$ cat config.mk
export PLATFORM = sky130hd
export DESIGN_NAME = adts_header_deframer
export DESIGN_NICKNAME = d
export VERILOG_FILES = /design/src/design/adts_pkg.sv /design/src/design/adts_header_deframer.sv /design/src/design/adts_fields.sv /design/src/design/adts_parser.sv
export SDC_FILE = /design/constraint.sdc
export NUM_CORES = 1
export LEC_CHECK = 0
export BUFFER_PORTS_ARGS = -buffer_cell sky130_fd_sc_hd__buf_2
export CAP_MARGIN = 20
export CORE_AREA = 5 5 115 117
export DETAILED_ROUTE_END_ITERATION = 8
export DIE_AREA = 0 0 120 122
export PLACE_DENSITY_LB_ADDON = 0.1
export SLEW_MARGIN = 20
export SYNTH_ARGS = -nofsm -noshare
export SYNTH_HDL_FRONTEND = slang
export SYNTH_SLANG_ARGS = --single-unit
$ cat constraint.sdc
create_clock -name clk -period 7.29 [get_ports clk]
set_clock_uncertainty 0.15 [all_clocks]
set_input_delay 1.0935 -clock clk [delete_from_list [all_inputs] [get_ports clk]]
set_output_delay 1.0935 -clock clk [all_outputs]
set_load 0.01 [all_outputs]
$ cat src/design/adts_pkg.sv
// Shared types and constants for the ADTS header deframer.
package adts_pkg;

	localparam int unsigned HDR_W = 48;
	localparam int unsigned CRC_W = 16;
	localparam int unsigned LEN_W = 13;

	localparam logic [1:0] ST_OK     = 2'd0;
	localparam logic [1:0] ST_NOSYNC = 2'd1;
	localparam logic [1:0] ST_SHORT  = 2'd2;

	localparam logic [7:0] SYNC_BYTE   = 8'hff;
	localparam logic [3:0] SYNC_NIBBLE = 4'hf;

	localparam logic [LEN_W-1:0] OVH_NO_CRC = 13'd7;
	localparam logic [LEN_W-1:0] OVH_CRC    = 13'd9;

	typedef enum logic [3:0] {
		PH_HEADER  = 4'b0001,
		PH_CRC     = 4'b0010,
		PH_PAYLOAD = 4'b0100,
		PH_HALT    = 4'b1000
	} adts_phase_t;

	typedef struct packed {
		logic [1:0]       status;
		logic             mpeg_id;
		logic [1:0]       layer_bits;
		logic             protection_absent;
		logic [1:0]       profile;
		logic [3:0]       freq_index;
		logic [2:0]       channel_config;
		logic [4:0]       misc_flags;
		logic [LEN_W-1:0] payload_len;
		logic [10:0]      buffer_fullness;
		logic [1:0]       raw_blocks;
		logic [15:0]      header_crc;
	} adts_result_t;

endpackage

$ cat src/design/adts_header_deframer.sv
// Top level of the ADTS header deframer: input stage, parser, result register.
//
//  channel   | handshake                    | payload
//  ----------+------------------------------+---------------------------------
//  input     | data_valid / data_stall      | data_byte (8)
//  result    | result_valid / result_stall  | status .. header_crc (12 fields)
//
// One byte item is accepted per cycle while data_stall is low; the result for
// the byte that completes a header (or CRC, or fails sync) passes from the
// input register through the single parse step into the result register, and
// a stalled result in the result register holds the parse step in between.
// Reset (arst_n low) returns to header collection with parser state and valid flags cleared.
// A held result under result_stall freezes the parser; one byte still lands
// in the input register before data_stall rises.
module adts_header_deframer (
	input  logic        clk,
	input  logic        arst_n,
	input  logic        data_valid,
	output logic        data_stall,
	input  logic [7:0]  data_byte,
	output logic        result_valid,
	input  logic        result_stall,
	output logic [1:0]  status,
	output logic        mpeg_id,
	output logic [1:0]  layer_bits,
	output logic        protection_absent,
	output logic [1:0]  profile,
	output logic [3:0]  freq_index,
	output logic [2:0]  channel_config,
	output logic [4:0]  misc_flags,
	output logic [12:0] payload_len,
	output logic [10:0] buffer_fullness,
	output logic [1:0]  raw_blocks,
	output logic [15:0] header_crc
);
	import adts_pkg::*;

	logic         valid_s1;
	logic [7:0]   byte_s1;
	logic         out_valid_q;
	adts_result_t out_q;
	logic         out_block;
	logic         step;
	logic         emit;
	adts_result_t res;

	// the result slot is busy only while a result sits there and is stalled
	assign out_block  = out_valid_q && result_stall;
	assign data_stall = valid_s1 && out_block;
	assign step       = valid_s1 && !out_block;

	// input stage
	always_ff @(posedge clk or negedge arst_n) begin
		if (!arst_n) begin
			valid_s1 <= 1'b0;
		end else if (!data_stall) begin
			valid_s1 <= data_valid;
		end
	end

	always_ff @(posedge clk) begin
		if (!data_stall && data_valid) begin
			byte_s1 <= data_byte;
		end
	end

	adts_parser u_parser (
		.clk     (clk),
		.arst_n  (arst_n),
		.step    (step),
		.byte_in (byte_s1),
		.emit    (emit),
		.result  (res)
	);

	// result register
	always_ff @(posedge clk or negedge arst_n) begin
		if (!arst_n) begin
			out_valid_q <= 1'b0;
		end else if (emit) begin
			out_valid_q <= 1'b1;
		end else if (!result_stall) begin
			out_valid_q <= 1'b0;
		end
	end

	always_ff @(posedge clk) begin
		if (emit) begin
			out_q <= res;
		end
	end

	assign result_valid      = out_valid_q;
	assign status            = out_q.status;
	assign mpeg_id           = out_q.mpeg_id;
	assign layer_bits        = out_q.layer_bits;
	assign protection_absent = out_q.protection_absent;
	assign profile           = out_q.profile;
	assign freq_index        = out_q.freq_index;
	assign channel_config    = out_q.channel_config;
	assign misc_flags        = out_q.misc_flags;
	assign payload_len       = out_q.payload_len;
	assign buffer_fullness   = out_q.buffer_fullness;
	assign raw_blocks        = out_q.raw_blocks;
	assign header_crc        = out_q.header_crc;

endmodule

$ cat src/design/adts_fields.sv
// Header field decode and payload length computation.
module adts_fields (
	input  logic [adts_pkg::HDR_W-1:0] hdr,
	input  logic [adts_pkg::CRC_W-1:0] crc,
	output adts_pkg::adts_result_t     result
);
	import adts_pkg::*;

	logic [7:0]       b1, b2, b3, b4, b5, b6;
	logic [LEN_W-1:0] flen;
	logic [LEN_W-1:0] overhead;
	logic             short_frame;

	assign b1 = hdr[47:40];
	assign b2 = hdr[39:32];
	assign b3 = hdr[31:24];
	assign b4 = hdr[23:16];
	assign b5 = hdr[15:8];
	assign b6 = hdr[7:0];

	assign flen        = {b3[1:0], b4, b5[7:5]};
	assign overhead    = b1[0] ? OVH_NO_CRC : OVH_CRC;
	assign short_frame = flen < overhead;

	always_comb begin
		result.status            = short_frame ? ST_SHORT : ST_OK;
		result.mpeg_id           = b1[3];
		result.layer_bits        = b1[2:1];
		result.protection_absent = b1[0];
		result.profile           = b2[7:6];
		result.freq_index        = b2[5:2];
		result.channel_config    = {b2[0], b3[7:6]};
		result.misc_flags        = {b2[1], b3[5:2]};
		result.payload_len       = short_frame ? '0 : flen - overhead;
		result.buffer_fullness   = {b5[4:0], b6[7:2]};
		result.raw_blocks        = b6[1:0];
		result.header_crc        = b1[0] ? '0 : crc;
	end

endmodule

$ cat src/design/adts_parser.sv
// Frame phase tracking, header/CRC collection and payload skipping.
module adts_parser (
	input  logic                  clk,
	input  logic                  arst_n,
	input  logic                  step,
	input  logic [7:0]            byte_in,
	output logic                  emit,
	output adts_pkg::adts_result_t result
);
	import adts_pkg::*;

	adts_phase_t       phase_q, phase_d;
	logic [2:0]        cnt_q, cnt_d;
	logic [HDR_W-1:0]  hdr_q, hdr_d;
	logic [CRC_W-1:0]  crc_q, crc_d;
	logic [LEN_W-1:0]  left_q, left_d;
	logic [HDR_W-1:0]  hdr_shift;
	logic [HDR_W-1:0]  hdr_dec;
	logic [CRC_W-1:0]  crc_shift;
	logic [CRC_W-1:0]  crc_dec;
	adts_result_t      dec;

	assign hdr_shift = {hdr_q[HDR_W-9:0], byte_in};
	assign crc_shift = {crc_q[CRC_W-9:0], byte_in};
	// decode sees the header as it will be after this byte
	assign hdr_dec   = (phase_q == PH_HEADER) ? hdr_shift : hdr_q;
	// CRC is only meaningful once the CRC phase has run
	assign crc_dec   = (phase_q == PH_CRC) ? crc_shift : '0;

	adts_fields u_fields (
		.hdr    (hdr_dec),
		.crc    (crc_dec),
		.result (dec)
	);

	always_comb begin
		phase_d = phase_q;
		cnt_d   = cnt_q;
		hdr_d   = hdr_q;
		crc_d   = crc_q;
		left_d  = left_q;
		emit    = 1'b0;
		result  = dec;
		case (phase_q)
			PH_HEADER: begin
				hdr_d = hdr_shift;
				cnt_d = cnt_q + 3'd1;
				if (cnt_q == 3'd1 &&
				    (hdr_q[7:0] != SYNC_BYTE || byte_in[7:4] != SYNC_NIBBLE)) begin
					emit    = step;
					result  = '0;
					result.status = ST_NOSYNC;
					phase_d = PH_HALT;
				end else if (cnt_q == 3'd6) begin
					cnt_d = '0;
					crc_d = '0;
					if (hdr_shift[40]) begin
						emit    = step;
						left_d  = dec.payload_len;
						phase_d = (dec.payload_len != '0) ? PH_PAYLOAD : PH_HEADER;
					end else begin
						phase_d = PH_CRC;
					end
				end
			end
			PH_CRC: begin
				crc_d = crc_shift;
				cnt_d = cnt_q + 3'd1;
				if (cnt_q == 3'd1) begin
					emit    = step;
					cnt_d   = '0;
					left_d  = dec.payload_len;
					phase_d = (dec.payload_len != '0) ? PH_PAYLOAD : PH_HEADER;
				end
			end
			PH_PAYLOAD: begin
				if (left_q <= 13'd1) begin
					left_d  = '0;
					cnt_d   = '0;
					phase_d = PH_HEADER;
				end else begin
					left_d = left_q - 13'd1;
				end
			end
			PH_HALT: begin
			end
			default: begin
				phase_d = PH_HALT;
			end
		endcase
	end

	always_ff @(posedge clk or negedge arst_n) begin
		if (!arst_n) begin
			phase_q <= PH_HEADER;
			cnt_q   <= '0;
			hdr_q   <= '0;
			crc_q   <= '0;
			left_q  <= '0;
		end else if (step) begin
			phase_q <= phase_d;
			cnt_q   <= cnt_d;
			hdr_q   <= hdr_d;
			crc_q   <= crc_d;
			left_q  <= left_d;
		end
	end

endmodule
# Word level (Yosys, flattened, before mapping)
# Index checks and enable logic that the tools add are counted.
# classes
eq_ne,15
muxes,36
reduce_logical,15
bitwise_logic,1
order_cmp,2
add_sub_neg,3
# ops
cell,count
2-to-1 mux 62 bit,2
2-to-1 mux 13 bit,6
2-to-1 mux 44 bit,1
case mux 13 bit (3 select lines),1
2-to-1 mux 16 bit,2
2-to-1 mux 4 bit,6
2-to-1 mux 8 bit,2
case mux 4 bit (4 select lines),1
case mux 8 bit (2 select lines),1
2-to-1 mux 3 bit,5
"less-or-equal comparator 13 x 1 -> 1 bit, second input constant",1
< comparator 13 bit,1
nonzero test 13 bit,1
"subtractor 13 x 1 -> 13 bit, second input constant",1
subtractor 13 bit,1
case mux 3 bit (3 select lines),1
"!= test 8 bit, second input constant",1
2-to-1 mux 1 bit,6
"!= test 2 x 1 -> 1 bit, second input constant",3
"!= test 2 bit, second input constant",3
AND reduction 6 bit,1
logical AND 1 bit,5
AND reduction 5 bit,1
"== test 4 x 1 -> 1 bit, second input constant",1
17 further kinds,18
# totals
wordCells,92
output_inout_bits,64
input_bits,12
register_bits,144

# Depth between registers and ports, before layout
# Gate-level depths: netlist of the first run.
# logic_depth
word_depth,11
mapped_depth,15
ltp_nobuf,12

# Modules after synthesis
# A second synthesis of the first run with hierarchy kept.
# hier_totals
hier_cells,633
area_unflattened_um2,7714.9
# modules_own_cells
module,cells_per_inst,area_each_um2,instances
adts_parser,449,4784.6,1
adts_header_deframer,78,2194.6,1
adts_fields,106,735.7,1

# Worst setup path before layout of the first run
# Ideal clock, no wire load.
# synth_path
kind,reg-to-reg
startpoint,reg u_parser.phase_q[0]
endpoint,"reg out_q, in the netlist buffer_fullness[0], enable pin"
period_less_slack_ns,5.017
setup_slack_ns,2.273
path_stages_with_launch,8
arrival_ns,4.385
n_path_buf,3
path_cell_list,dfstp_2 -> or4b_1 -> buf_6 -> clkbuf_1 -> clkbuf_1 -> a21oi_1 -> a21oi_1 -> nor2_1
# synth_via
elab_chain_cells,2
word_cells_on_any_way,3
# synth_lines
item,line_no,source
start: declaration,adts_parser.sv:12,"adts_phase_t phase_q, phase_d;"
start signal: assignment,adts_parser.sv:101,phase_q <= phase_d;
== test 4 x 2 -> 1 bit or == test 4 x 1 -> 1 bit (tied branches),adts_parser.sv:44,case (phase_q)
case mux 1 bit (2 select lines) *,adts_parser.sv:44,
net emit,adts_header_deframer.sv:44,logic emit;
end signal: assignment,adts_header_deframer.sv:89,out_q <= res;
end: declaration,adts_header_deframer.sv:41,adts_result_t out_q;
# Mark *: on every way through the listed nets, which the timed path passes. The rest lies on a longest branch.
# A chain may end at the register's enable or synchronous reset.

==> results of run 1 <==
[worst max-delay path: cells and delay by family (launching register included)]
family | cells | cell delay, ns
AO/OA/AOI/OAI | 3 | 1.10
adder cells (fa/ha/maj) | 1 | 0.37
buffers and inverters | 2 | 0.61
flip-flops | 1 | 0.57
AND/OR/NAND/NOR | 6 | 1.38
[cell type report]
cell class              count  area (um2)  area share [%]
clock inverters            13       162.7           2.026
clock buffers              19       442.9           5.516
well taps                 150       187.7           2.337
inverters                  12       45.04          0.5609
flip-flops and latches    144        3955           49.25
repair buffers             84       442.9           5.516
multi-input cells         451        2794           34.79
[synth_stat cells (5+ instances only)]
cell      count
nand2_1     114
dfrtp_1      73
edfxtp_1     70
nand3_1      51
nor2_1       48
mux2_2       46
o21ai_0      32
clkbuf_1     23
and2_1       21
a21oi_1      19
inv_1        12
nor3_1       10
ha_1          8
nand2b_1      8
mux2i_1       7
nand4_1       7
nor2b_1       6
or4_1         6
xor2_1        6
nor4_1        5
o31ai_1       5
[layer usage]
| layer | wire length (um) | track usage, % |
|---|---|---|
| met5 | 0 | 0 |
| met4 | 273 | 7.946 |
| met3 | 781 | 5.014 |
| met2 | 7282 | 33.83 |
| met1 | 6861 | 30.30 |
[per-stage QoR]
stage               hold slack [ns]  total power, mW  worst slack, ns  util [%]  area (um2)
floorplan                    0.2804           0.8732            2.273         -        6888
global placement             0.2956           0.8878            3.021     60.56        7425
detailed placement           0.3087           0.8882            2.792     60.56        7425
CTS                          0.3191            1.762            2.787     65.50        8030
global route                 0.3536            1.808            2.556     65.50        8030
finish                       0.3158            1.749            2.816     65.50        8030
[sequential cells by signal, summed over array words and instances, names as in the netlist, 2 cells and up]
register          flops
u_parser.hdr_q       44
header_crc           16
payload_len          13
u_parser.left_q      13
buffer_fullness      11
byte_s1               8
u_parser.crc_q        8
misc_flags            5
freq_index            4
u_parser.phase_q      4
channel_config        3
u_parser.cnt_q        3
layer_bits            2
profile               2
raw_blocks            2
status                2
[kinds of logic (layout without fill, tap and decap cells)]
kind of cell	after synthesis	count (layout)
xor gates and xnor gates	11	11
DFF	144	144
muxes	54	54
AOI/OAI and AO/OA	88	88
adders and majority gates	9	9
and+or+nand+nor	289	289
buffers and inverters	42	128
[power by group]
| part | internal [mW] | switching (mW) |
|---|---|---|
| combinational | 0.00317 | 0.0112 |
| sequential | 0.852 | 0.00504 |
| clock | 0.547 | 0.331 |
[worst paths after layout]
| check | cells past startpoint | end | start |
|---|---|---|---|
| min in group asynchronous | 2 | u_parser.left_q[5] | arst_n |
| min reg2reg | 2 | u_parser.crc_q[2] | u_parser.crc_q[2] |
| min | 2 | u_parser.crc_q[2] | u_parser.crc_q[2] |
| max reg2reg | 12 | payload_len[8] | u_parser.phase_q[0] |
| max in group asynchronous | 2 | u_parser.hdr_q[30] | arst_n |
| max | 12 | payload_len[8] | u_parser.phase_q[0] |
==> impl_metrics.csv, run 1 <==
group,metric,value,unit
yosys,async_reset_ff_share,51.39,%
setup_path,crit_path_start_kind,"register",
floorplanning,rows,41,
power,irDropWorstVdd,0.0001477,V
yosys,ys_seq_area_share,57.42,%
clock_network,postCtsSetupRepairBufs,0,
setup_path,critPathSlowestCell,"dfstp_2",
setup_path,cp_data_required_time,7.31,ns
grt,grt_max_degree,75,
grt,antenna_found_initial,0,
setup_path,end_kind,"register",
detailed_routing,vias_per_cell,5.787,
sta,fin_crit,4.474,ns
sta,worst_pin_slew,0.9787,ns
final_layout,fin_nets,731,
yosys,yosys.area_share.simple,19.76,%
place,dp.final_hpwl,10.21,mm
clock_network,clockRootBuffer,"clkbuf_16",
setup_path,crit_type,"register to register",
sta,hold_viol_final,0,
final_layout,antennaDiodeCount,0,
sta,fin_setup_tns,0,ns
floorplanning,core,12260,um2
grt,grt-ovfl-total,0,
sta,final_max_slew_viol_count,0,
setup_path,path_max_fanout,42,
final_layout,most-common-layout-cells,"114 x nand2_1, 75 x buf_2, 73 x dfrtp_1, 70 x edfxtp_1, 51 x nand3_1",
sta,fmax,223.5,MHz
yosys,synth_area_leaders,"edfxtp_1 31%, dfrtp_1 27%, mux2_2 7.5%",
clock_network,clock_path_buffers,2,
floorplanning,die_width,120,um
yosys,synth_edf_count,70,
final_layout,area_delta_synth_final,16.58,%
yosys,synth_cells,637,
grt,track_usage,21.80,%
floorplanning,die_y,122,um
final_layout,final_common_cell,"nand2_1",
detailed_routing,drt-total-wl,15.20,mm
sta,setup_viol,0,
yosys,synth_warnings,0,
sta,slew-limit-headroom,34.75,%
clock_network,cts_tree,"done",
yosys,synth_xor_area_share,1.671,%
yosys,yosys_register_bits,144,
grt,grt_pass1_wl,24.94,mm
yosys,netlist_area,6888,um2
setup_path,slowest_delay,0.57,ns
yosys,synth.distinct_cells,57,
setup_path,r2r_slack,2.82,ns
clock_network,cts_sinks,144,
detailed_routing,drtIter0Drc,440,
yosys,yosysTopAreaCell,"edfxtp_1",
job,drv_cap,0,
floorplanning,io_pins,76,
power,p_leak,3.909,nW
setup_path,crit_path_cell_trace,"nor4b_4, buf_4, nand2_1, nand2_1, inv_1, ha_1, a21oi_1, nor2_1, o32ai_2, nand2_1, o21ai_1, and3b_1",
clock_network,numCtsBuffers,17,
yosys,synth_ff_type,"dfrtp_1",
clock_network,cts_resized,0,
min_path,min_path_type,"register to register",
yosys,synth_compound_area_share,8.193,%
yosys,syn_avg_cell_area,10.81,um2
floorplanning,initial_core_util,56.18,%
power,power-per-cell-area,217.8,nW/um2
yosys,synth_fa_ha_area_share,1.744,%
place,gp_congestion,0.9269,
place,placed_cells,841,
setup_path,cpMostUsedCell,"nand2_1",
clock_network,htree_num_levels,4,
sta,finalCritPeriodShare,61.37,%
yosys,synth_nets,658,
detailed_routing,vias,5052,
setup_path,arrival,4.49,ns
sta,rsz0062_at_grt,"false",
final_layout,fill_cells,934,
final_layout,final_cells,873,
place,portBuffers,75,
final_layout,drive_gt1_share,23.65,%
yosys,synth_mux_area_share,8.756,%
status,status,"completed",
detailed_routing,drc,0,
clock_network,worstSkewPairLatency,0.42,ns
detailed_routing,drtAntennaViolNets,0,
clock_network,ctsHoldBuffers,0,
yosys,synth_top_family_by_area,"simple AND/OR/NAND/NOR gates",
clock_network,clkTransAtPathRegs,0.06,ns
grt,grt_pass1_vias,4908,
detailed_routing,first_pass_iters,6,
floorplanning,dieArea,14640,um2
yosys,synth.top_cell.area_share,30.52,%
detailed_routing,routedWlPerCell,17.41,um
Power figures use the tool's default switching activity.
==> inputs of run 2 (changes only) <==
--- a/config.mk
+++ b/config.mk
@@ -7,9 +7,9 @@
 export LEC_CHECK = 0
 export BUFFER_PORTS_ARGS = -buffer_cell sky130_fd_sc_hd__buf_2
 export CAP_MARGIN = 20
-export CORE_AREA = 5 5 115 117
+export CORE_AREA = 5 5 120 122
 export DETAILED_ROUTE_END_ITERATION = 8
-export DIE_AREA = 0 0 120 122
+export DIE_AREA = 0 0 125 127
 export PLACE_DENSITY_LB_ADDON = 0.1
 export SLEW_MARGIN = 20
 export SYNTH_ARGS = -nofsm -noshare
==> constraint.sdc (replaced) <==
create_clock -name clk -period 3.71 [get_ports clk]
set_clock_uncertainty 0.15 [all_clocks]
set_input_delay 0.5565 -clock clk [delete_from_list [all_inputs] [get_ports clk]]
set_output_delay 0.5565 -clock clk [all_outputs]
set_load 0.01 [all_outputs]
==> impl_metrics.csv, run 2 (same netlist as run 1, synthesis figures left out) <==
group,metric,value,unit
floorplanning,die_width,125,um
floorplanning,io_pins,76,
detailed_routing,met3WireLength,817,um
final_layout,final_common_cell,"nand2_1",
sta,final_max_slew_viol_count,0,
final_layout,fin_area,8218,um2
power,p_leak,4.015,nW
setup_path,arrival,3.68,ns
clock_network,cts_sinks,144,
power,irDropWorstVdd,0.0003046,V
final_layout,most-common-layout-cells,"114 x nand2_1, 75 x buf_2, 73 x dfrtp_1, 70 x edfxtp_1, 51 x nand3_1",
clock_network,numCtsBuffers,17,
setup_path,cp_data_required_time,3.87,ns
grt,grt_max_degree,45,
setup_path,end_kind,"register",
floorplanning,initial_core_util,52.64,%
detailed_routing,routedWlPerCell,17.07,um
detailed_routing,drtIter0Drc,461,
sta,worst_slack,0.1905,ns
grt,grt-ovfl-total,0,
detailed_routing,top_layer,"met4",
job,drv_cap,0,
status,status,"completed",
min_path,min_path_type,"primary input to async pin",
setup_path,crit_path_start_kind,"register",
detailed_routing,met1Wirelength,7.003,mm
place,dp.final_hpwl,11.12,mm
floorplanning,dieArea,15880,um2
sta,worst_pin_slew,0.8918,ns
floorplanning,core,13090,um2
grt,track_usage,20.63,%
final_layout,drive_gt1_share,26.40,%
clock_network,htree_num_levels,4,
detailed_routing,drtAntennaViolNets,0,
sta,fmax,284.1,MHz
detailed_routing,vias_per_cell,5.599,
final_layout,largest_reg_flops,44,
clock_network,clock_path_buffers,2,
floorplanning,die_y,127,um
grt,grt_pass1_wl,26.25,mm
final_layout,area_delta_synth_final,19.31,%
detailed_routing,vias,5185,
sta,finalCritPeriodShare,94.87,%
clock_network,cts_tree,"done",
detailed_routing,drt-total-wl,15.80,mm
sta,fin_crit,3.520,ns
setup_path,r2r_slack,0.19,ns
clock_network,clkTransAtPathRegs,0.06,ns
power,power-per-cell-area,391.9,nW/um2
grt,grt_pass1_vias,5109,
detailed_routing,first_pass_iters,5,
place,gp_congestion,0.9086,
place,portBuffers,75,
final_layout,antennaDiodeCount,0,
clock_network,clockRootBuffer,"clkbuf_16",
sta,slew-limit-headroom,40.55,%
setup_path,crit_type,"register to register",
floorplanning,rows,42,
final_layout,regMostFlops,"u_parser.hdr_q",
place,place_ws,0.01509,ns
clock_network,worstSkewPairLatency,0.42,ns
setup_path,path_max_fanout,6,
sta,hold_viol_final,0,
grt,antenna_found_initial,0,
sta,setup_viol,0,
detailed_routing,drc,0,
final_layout,fin_nets,758,
detailed_routing,met2WireLength,7.733,mm
place,dpl_cell_area,7672,um2
==> run 2: path summary, 6_finish.rpt <==
path / to / depth (start not counted) / startpoint
min in group clk: byte_s1[7] / 1 / data_byte[7]
max reg2reg: u_parser.phase_q[2] / 11 / u_parser.phase_q[0]
min: u_parser.left_q[12] / 1 / arst_n
max: u_parser.phase_q[2] / 11 / u_parser.phase_q[0]
max in group asynchronous: u_parser.hdr_q[17] / 2 / arst_n
min reg2reg: u_parser.crc_q[3] / 2 / u_parser.crc_q[3]
==> run 2: worst max-delay path: stages, from the launching register on <==
cell and delay [ns]:
dfstp_2 0.52, or4b_4 0.50, mux2_2 0.26, inv_1 0.07, fa_1 0.40, nand2b_1 0.21, a21oi_2 0.22, nor3_1 0.08
xor2_1 0.21, a2111oi_4 0.40, a21boi_1 0.11, a211o_1 0.27
==> run 2: final cells by class <==
| class | count | area [um2] |
|---|---|---|
| Fill cell | 1079 | 4867 |
| Sequential cell | 144 | 3955 |
| Multi-Input combinational cell | 451 | 2816 |
| Timing Repair Buffer | 111 | 658.1 |
| Clock buffer | 20 | 436.7 |
| Tap cell | 176 | 220.2 |
| Clock inverter | 12 | 86.33 |
| Inverter | 12 | 45.04 |
==> run 2: what timing repair did <==
| action | CTS | global route |
|---|---|---|
| resized for setup | 0 | 2 |
| hold buffers | 0 | 0 |
| endpoints found under the setup margin | 0 | 23 |
| setup buffers | 0 | 2 |
==> run 2: stage by stage <==
stage / std cells / util [%] / setup TNS (ns) / power (mW) / hold slack, ns
CTS: 924 / 62.63 / 0 / 3.257 / 0.1220
global placement: 892 / 58.63 / 0 / 1.747 / 0.2910
floorplan: 637 / - / 0 / 1.716 / 0.1109
global route: 926 / 62.80 / -0.002102 / 3.337 / 0.1389
detailed placement: 892 / 58.63 / 0 / 1.748 / 0.3029
finish: 926 / 62.80 / 0 / 3.221 / 0.1114
==> run 2: power by group <==
group	switching, mW	internal [mW]	total, mW
sequential	0.0104	1.67	1.69
combinational	0.0225	0.00773	0.0303
clock	0.650	0.855	1.51
==> run 2: layer usage <==
metal,vias up,GRT usage (%)
met5,-,0
met2,137,33.94
met1,2558,27.45
met3,17,4.090
met4,0,7.589
li1,2473,-
==> inputs of run 3 (changes only) <==
--- a/config.mk
+++ b/config.mk
@@ -10,7 +10,7 @@
 export CORE_AREA = 5 5 120 122
 export DETAILED_ROUTE_END_ITERATION = 8
 export DIE_AREA = 0 0 125 127
-export PLACE_DENSITY_LB_ADDON = 0.1
+export PLACE_DENSITY_LB_ADDON = 0.05
 export SLEW_MARGIN = 20
 export SYNTH_ARGS = -nofsm -noshare
 export SYNTH_HDL_FRONTEND = slang
==> impl_metrics.csv, run 3 (same netlist as run 1, synthesis figures left out) <==
group,metric,value,unit
final_layout,most-common-layout-cells,"114 x nand2_1, 75 x buf_2, 73 x dfrtp_1, 70 x edfxtp_1, 51 x nand3_1",
clock_network,cts_sinks,144,
sta,fin_setup_tns,0,ns
final_layout,regMostFlops,"u_parser.hdr_q",
detailed_routing,routedWlPerCell,17.64,um
clock_network,htree_num_levels,4,
clock_network,clkTransAtPathRegs,0.06,ns
detailed_routing,vias_per_cell,5.599,
sta,slew-limit-headroom,36.96,%
floorplanning,io_pins,76,
place,dpl_cell_area,7642,um2
sta,worst_slack,0.1931,ns
sta,worst_pin_slew,0.9455,ns
power,pwr-share-comb,0.9,%
final_layout,final_common_cell,"nand2_1",
status,status,"completed",
sta,finalCritPeriodShare,94.79,%
grt,grt_pass1_vias,5287,
power,irDropWorstVdd,0.0002825,V
sta,setup_viol,0,
floorplanning,dieArea,15880,um2
place,dp.final_hpwl,11.28,mm
sta,fin_crit,3.517,ns
power,p_leak,4.037,nW
final_layout,fin_area,8290,um2
detailed_routing,drtIter0Drc,338,
sta,final_max_slew_viol_count,0,
power,p_clk_share,50.5,%
clock_network,clock_path_buffers,2,
floorplanning,initial_core_util,52.64,%
power,sw_frac_of_total,20.80,%
setup_path,crit_family,"simple AND/OR/NAND/NOR gates",
sta,rsz0062_at_grt,"false",
clock_network,numCtsBuffers,17,
setup_path,end_kind,"register",
sta,fmax,284.3,MHz
clock_network,ctsHoldBuffers,0,
setup_path,crit_path_cell_trace,"or4b_4, buf_4, nand2_1, nand2_1, ha_1, buf_4, xor2_1, and4_1, nand4_1, a2111oi_4, a21boi_1, a211o_1",
setup_path,critical_path_buf_inv_count,2,
grt,track_usage,21.42,%
setup_path,slowest_delay,0.52,ns
sta,holdWs,0.1307,ns
sta,hold_viol_final,0,
clock_network,clockRootBuffer,"clkbuf_16",
final_layout,drive_gt1_share,26.44,%
setup_path,path_max_fanout,7,
grt,antenna_found_initial,0,
setup_path,crit_type,"register to register",
final_layout,antennaDiodeCount,0,
grt,grt-ovfl-total,0,
power,p_int,2.744,mW
setup_path,critPathSlowestCell,"dfstp_2",
job,drv_cap,0,
power,switching_power,0.7207,mW
setup_path,crit_path_start_kind,"register",
setup_path,cp_data_required_time,3.86,ns
floorplanning,rows,42,
floorplanning,core,13090,um2
detailed_routing,drt-total-wl,16.32,mm
setup_path,arrival,3.67,ns
final_layout,largest_reg_flops,44,
place,place_ws,0.01830,ns
floorplanning,die_width,125,um
detailed_routing,drtAntennaViolNets,0,
power,power-per-cell-area,417.9,nW/um2
final_layout,fin_nets,757,
clock_network,cts_tree,"done",
clock_network,worstSkewPairLatency,0.42,ns
place,gp_congestion,0.9116,
final_layout,fill_cells,1053,
detailed_routing,vias,5179,
detailed_routing,first_pass_iters,5,
power,pwr-share-seq,48.6,%
min_path,min_path_type,"primary input to async pin",
grt,grt_pass1_wl,27.30,mm
final_layout,area_delta_synth_final,20.36,%
place,portBuffers,75,
grt,grt_max_degree,57,
power,power,3.465,mW
detailed_routing,drc,0,
floorplanning,die_y,127,um
-- run 3: worst register-to-register path, stage by stage (launching register included) --
cell       delay (ns)
dfstp_2          0.52
or4b_4           0.51
buf_4            0.18
nand2_1          0.06
nand2_1          0.06
ha_1             0.37
buf_4            0.16
xor2_1           0.25
and4_1           0.24
nand4_1          0.15
a2111oi_4        0.39
a21boi_1         0.11
a211o_1          0.28
-- run 3: power by group through the flow --
stage	sequential, mW	clock [mW]	combinational, mW
6_report	1.68	1.75	0.0298
4_1_cts	1.68	1.77	0.0313
5_1_grt	1.68	1.86	0.0349
3_5_place_dp	1.72	0	0.0312
3_3_place_gp	1.72	0	0.0305
2_1_floorplan	1.71	0	0.00502
-- run 3: repair_timing --
action / in CTS / in global routing
setup buffers: 0 / 5
hold endpoints to repair: 0 / 0
resized for setup: 0 / 1
setup endpoints to repair: 0 / 20
-- run 3: final cells by class --
type	instances	area (um2)	share of cell area (%)
flip-flops and latches	144	3955	47.71
multi-input cells	451	2813	33.93
repair buffers	110	650.6	7.848
clock buffers	17	425.4	5.131
well taps	176	220.2	2.656
clock inverters	15	181.4	2.188
inverters	12	45.04	0.5433
-- run 3: metal layers --
layer	global-route usage, %	vias to the layer above	wire [um]
met5	0	-	0
met2	34.58	139	7815
li1	-	2473	-
met3	4.549	22	754
met1	29.08	2545	7499
met4	7.398	0	251
-- run 3: stage by stage --
stage | cells | util [%]
2_1_floorplan | 637 | -
3_3_place_gp | 888 | 58.40
3_5_place_dp | 888 | 58.40
4_1_cts | 920 | 63.04
5_1_grt | 925 | 63.36
6_report | 925 | 63.36
-- run 3: path summary, 6_finish.rpt --
kind                                      from             endpoint  slack, ns  cells past startpoint
hold reg to reg              u_parser.crc_q[2]    u_parser.crc_q[2]       0.31                      2
max in group asynchronous               arst_n  u_parser.phase_q[0]       2.41                      2
setup / recovery           u_parser.phase_q[0]  u_parser.phase_q[2]       0.19                     12
min in group clk                  data_byte[6]           byte_s1[6]       0.16                      1
setup reg to reg           u_parser.phase_q[0]  u_parser.phase_q[2]       0.19                     12
hold / removal                          arst_n             valid_s1       0.13                      1
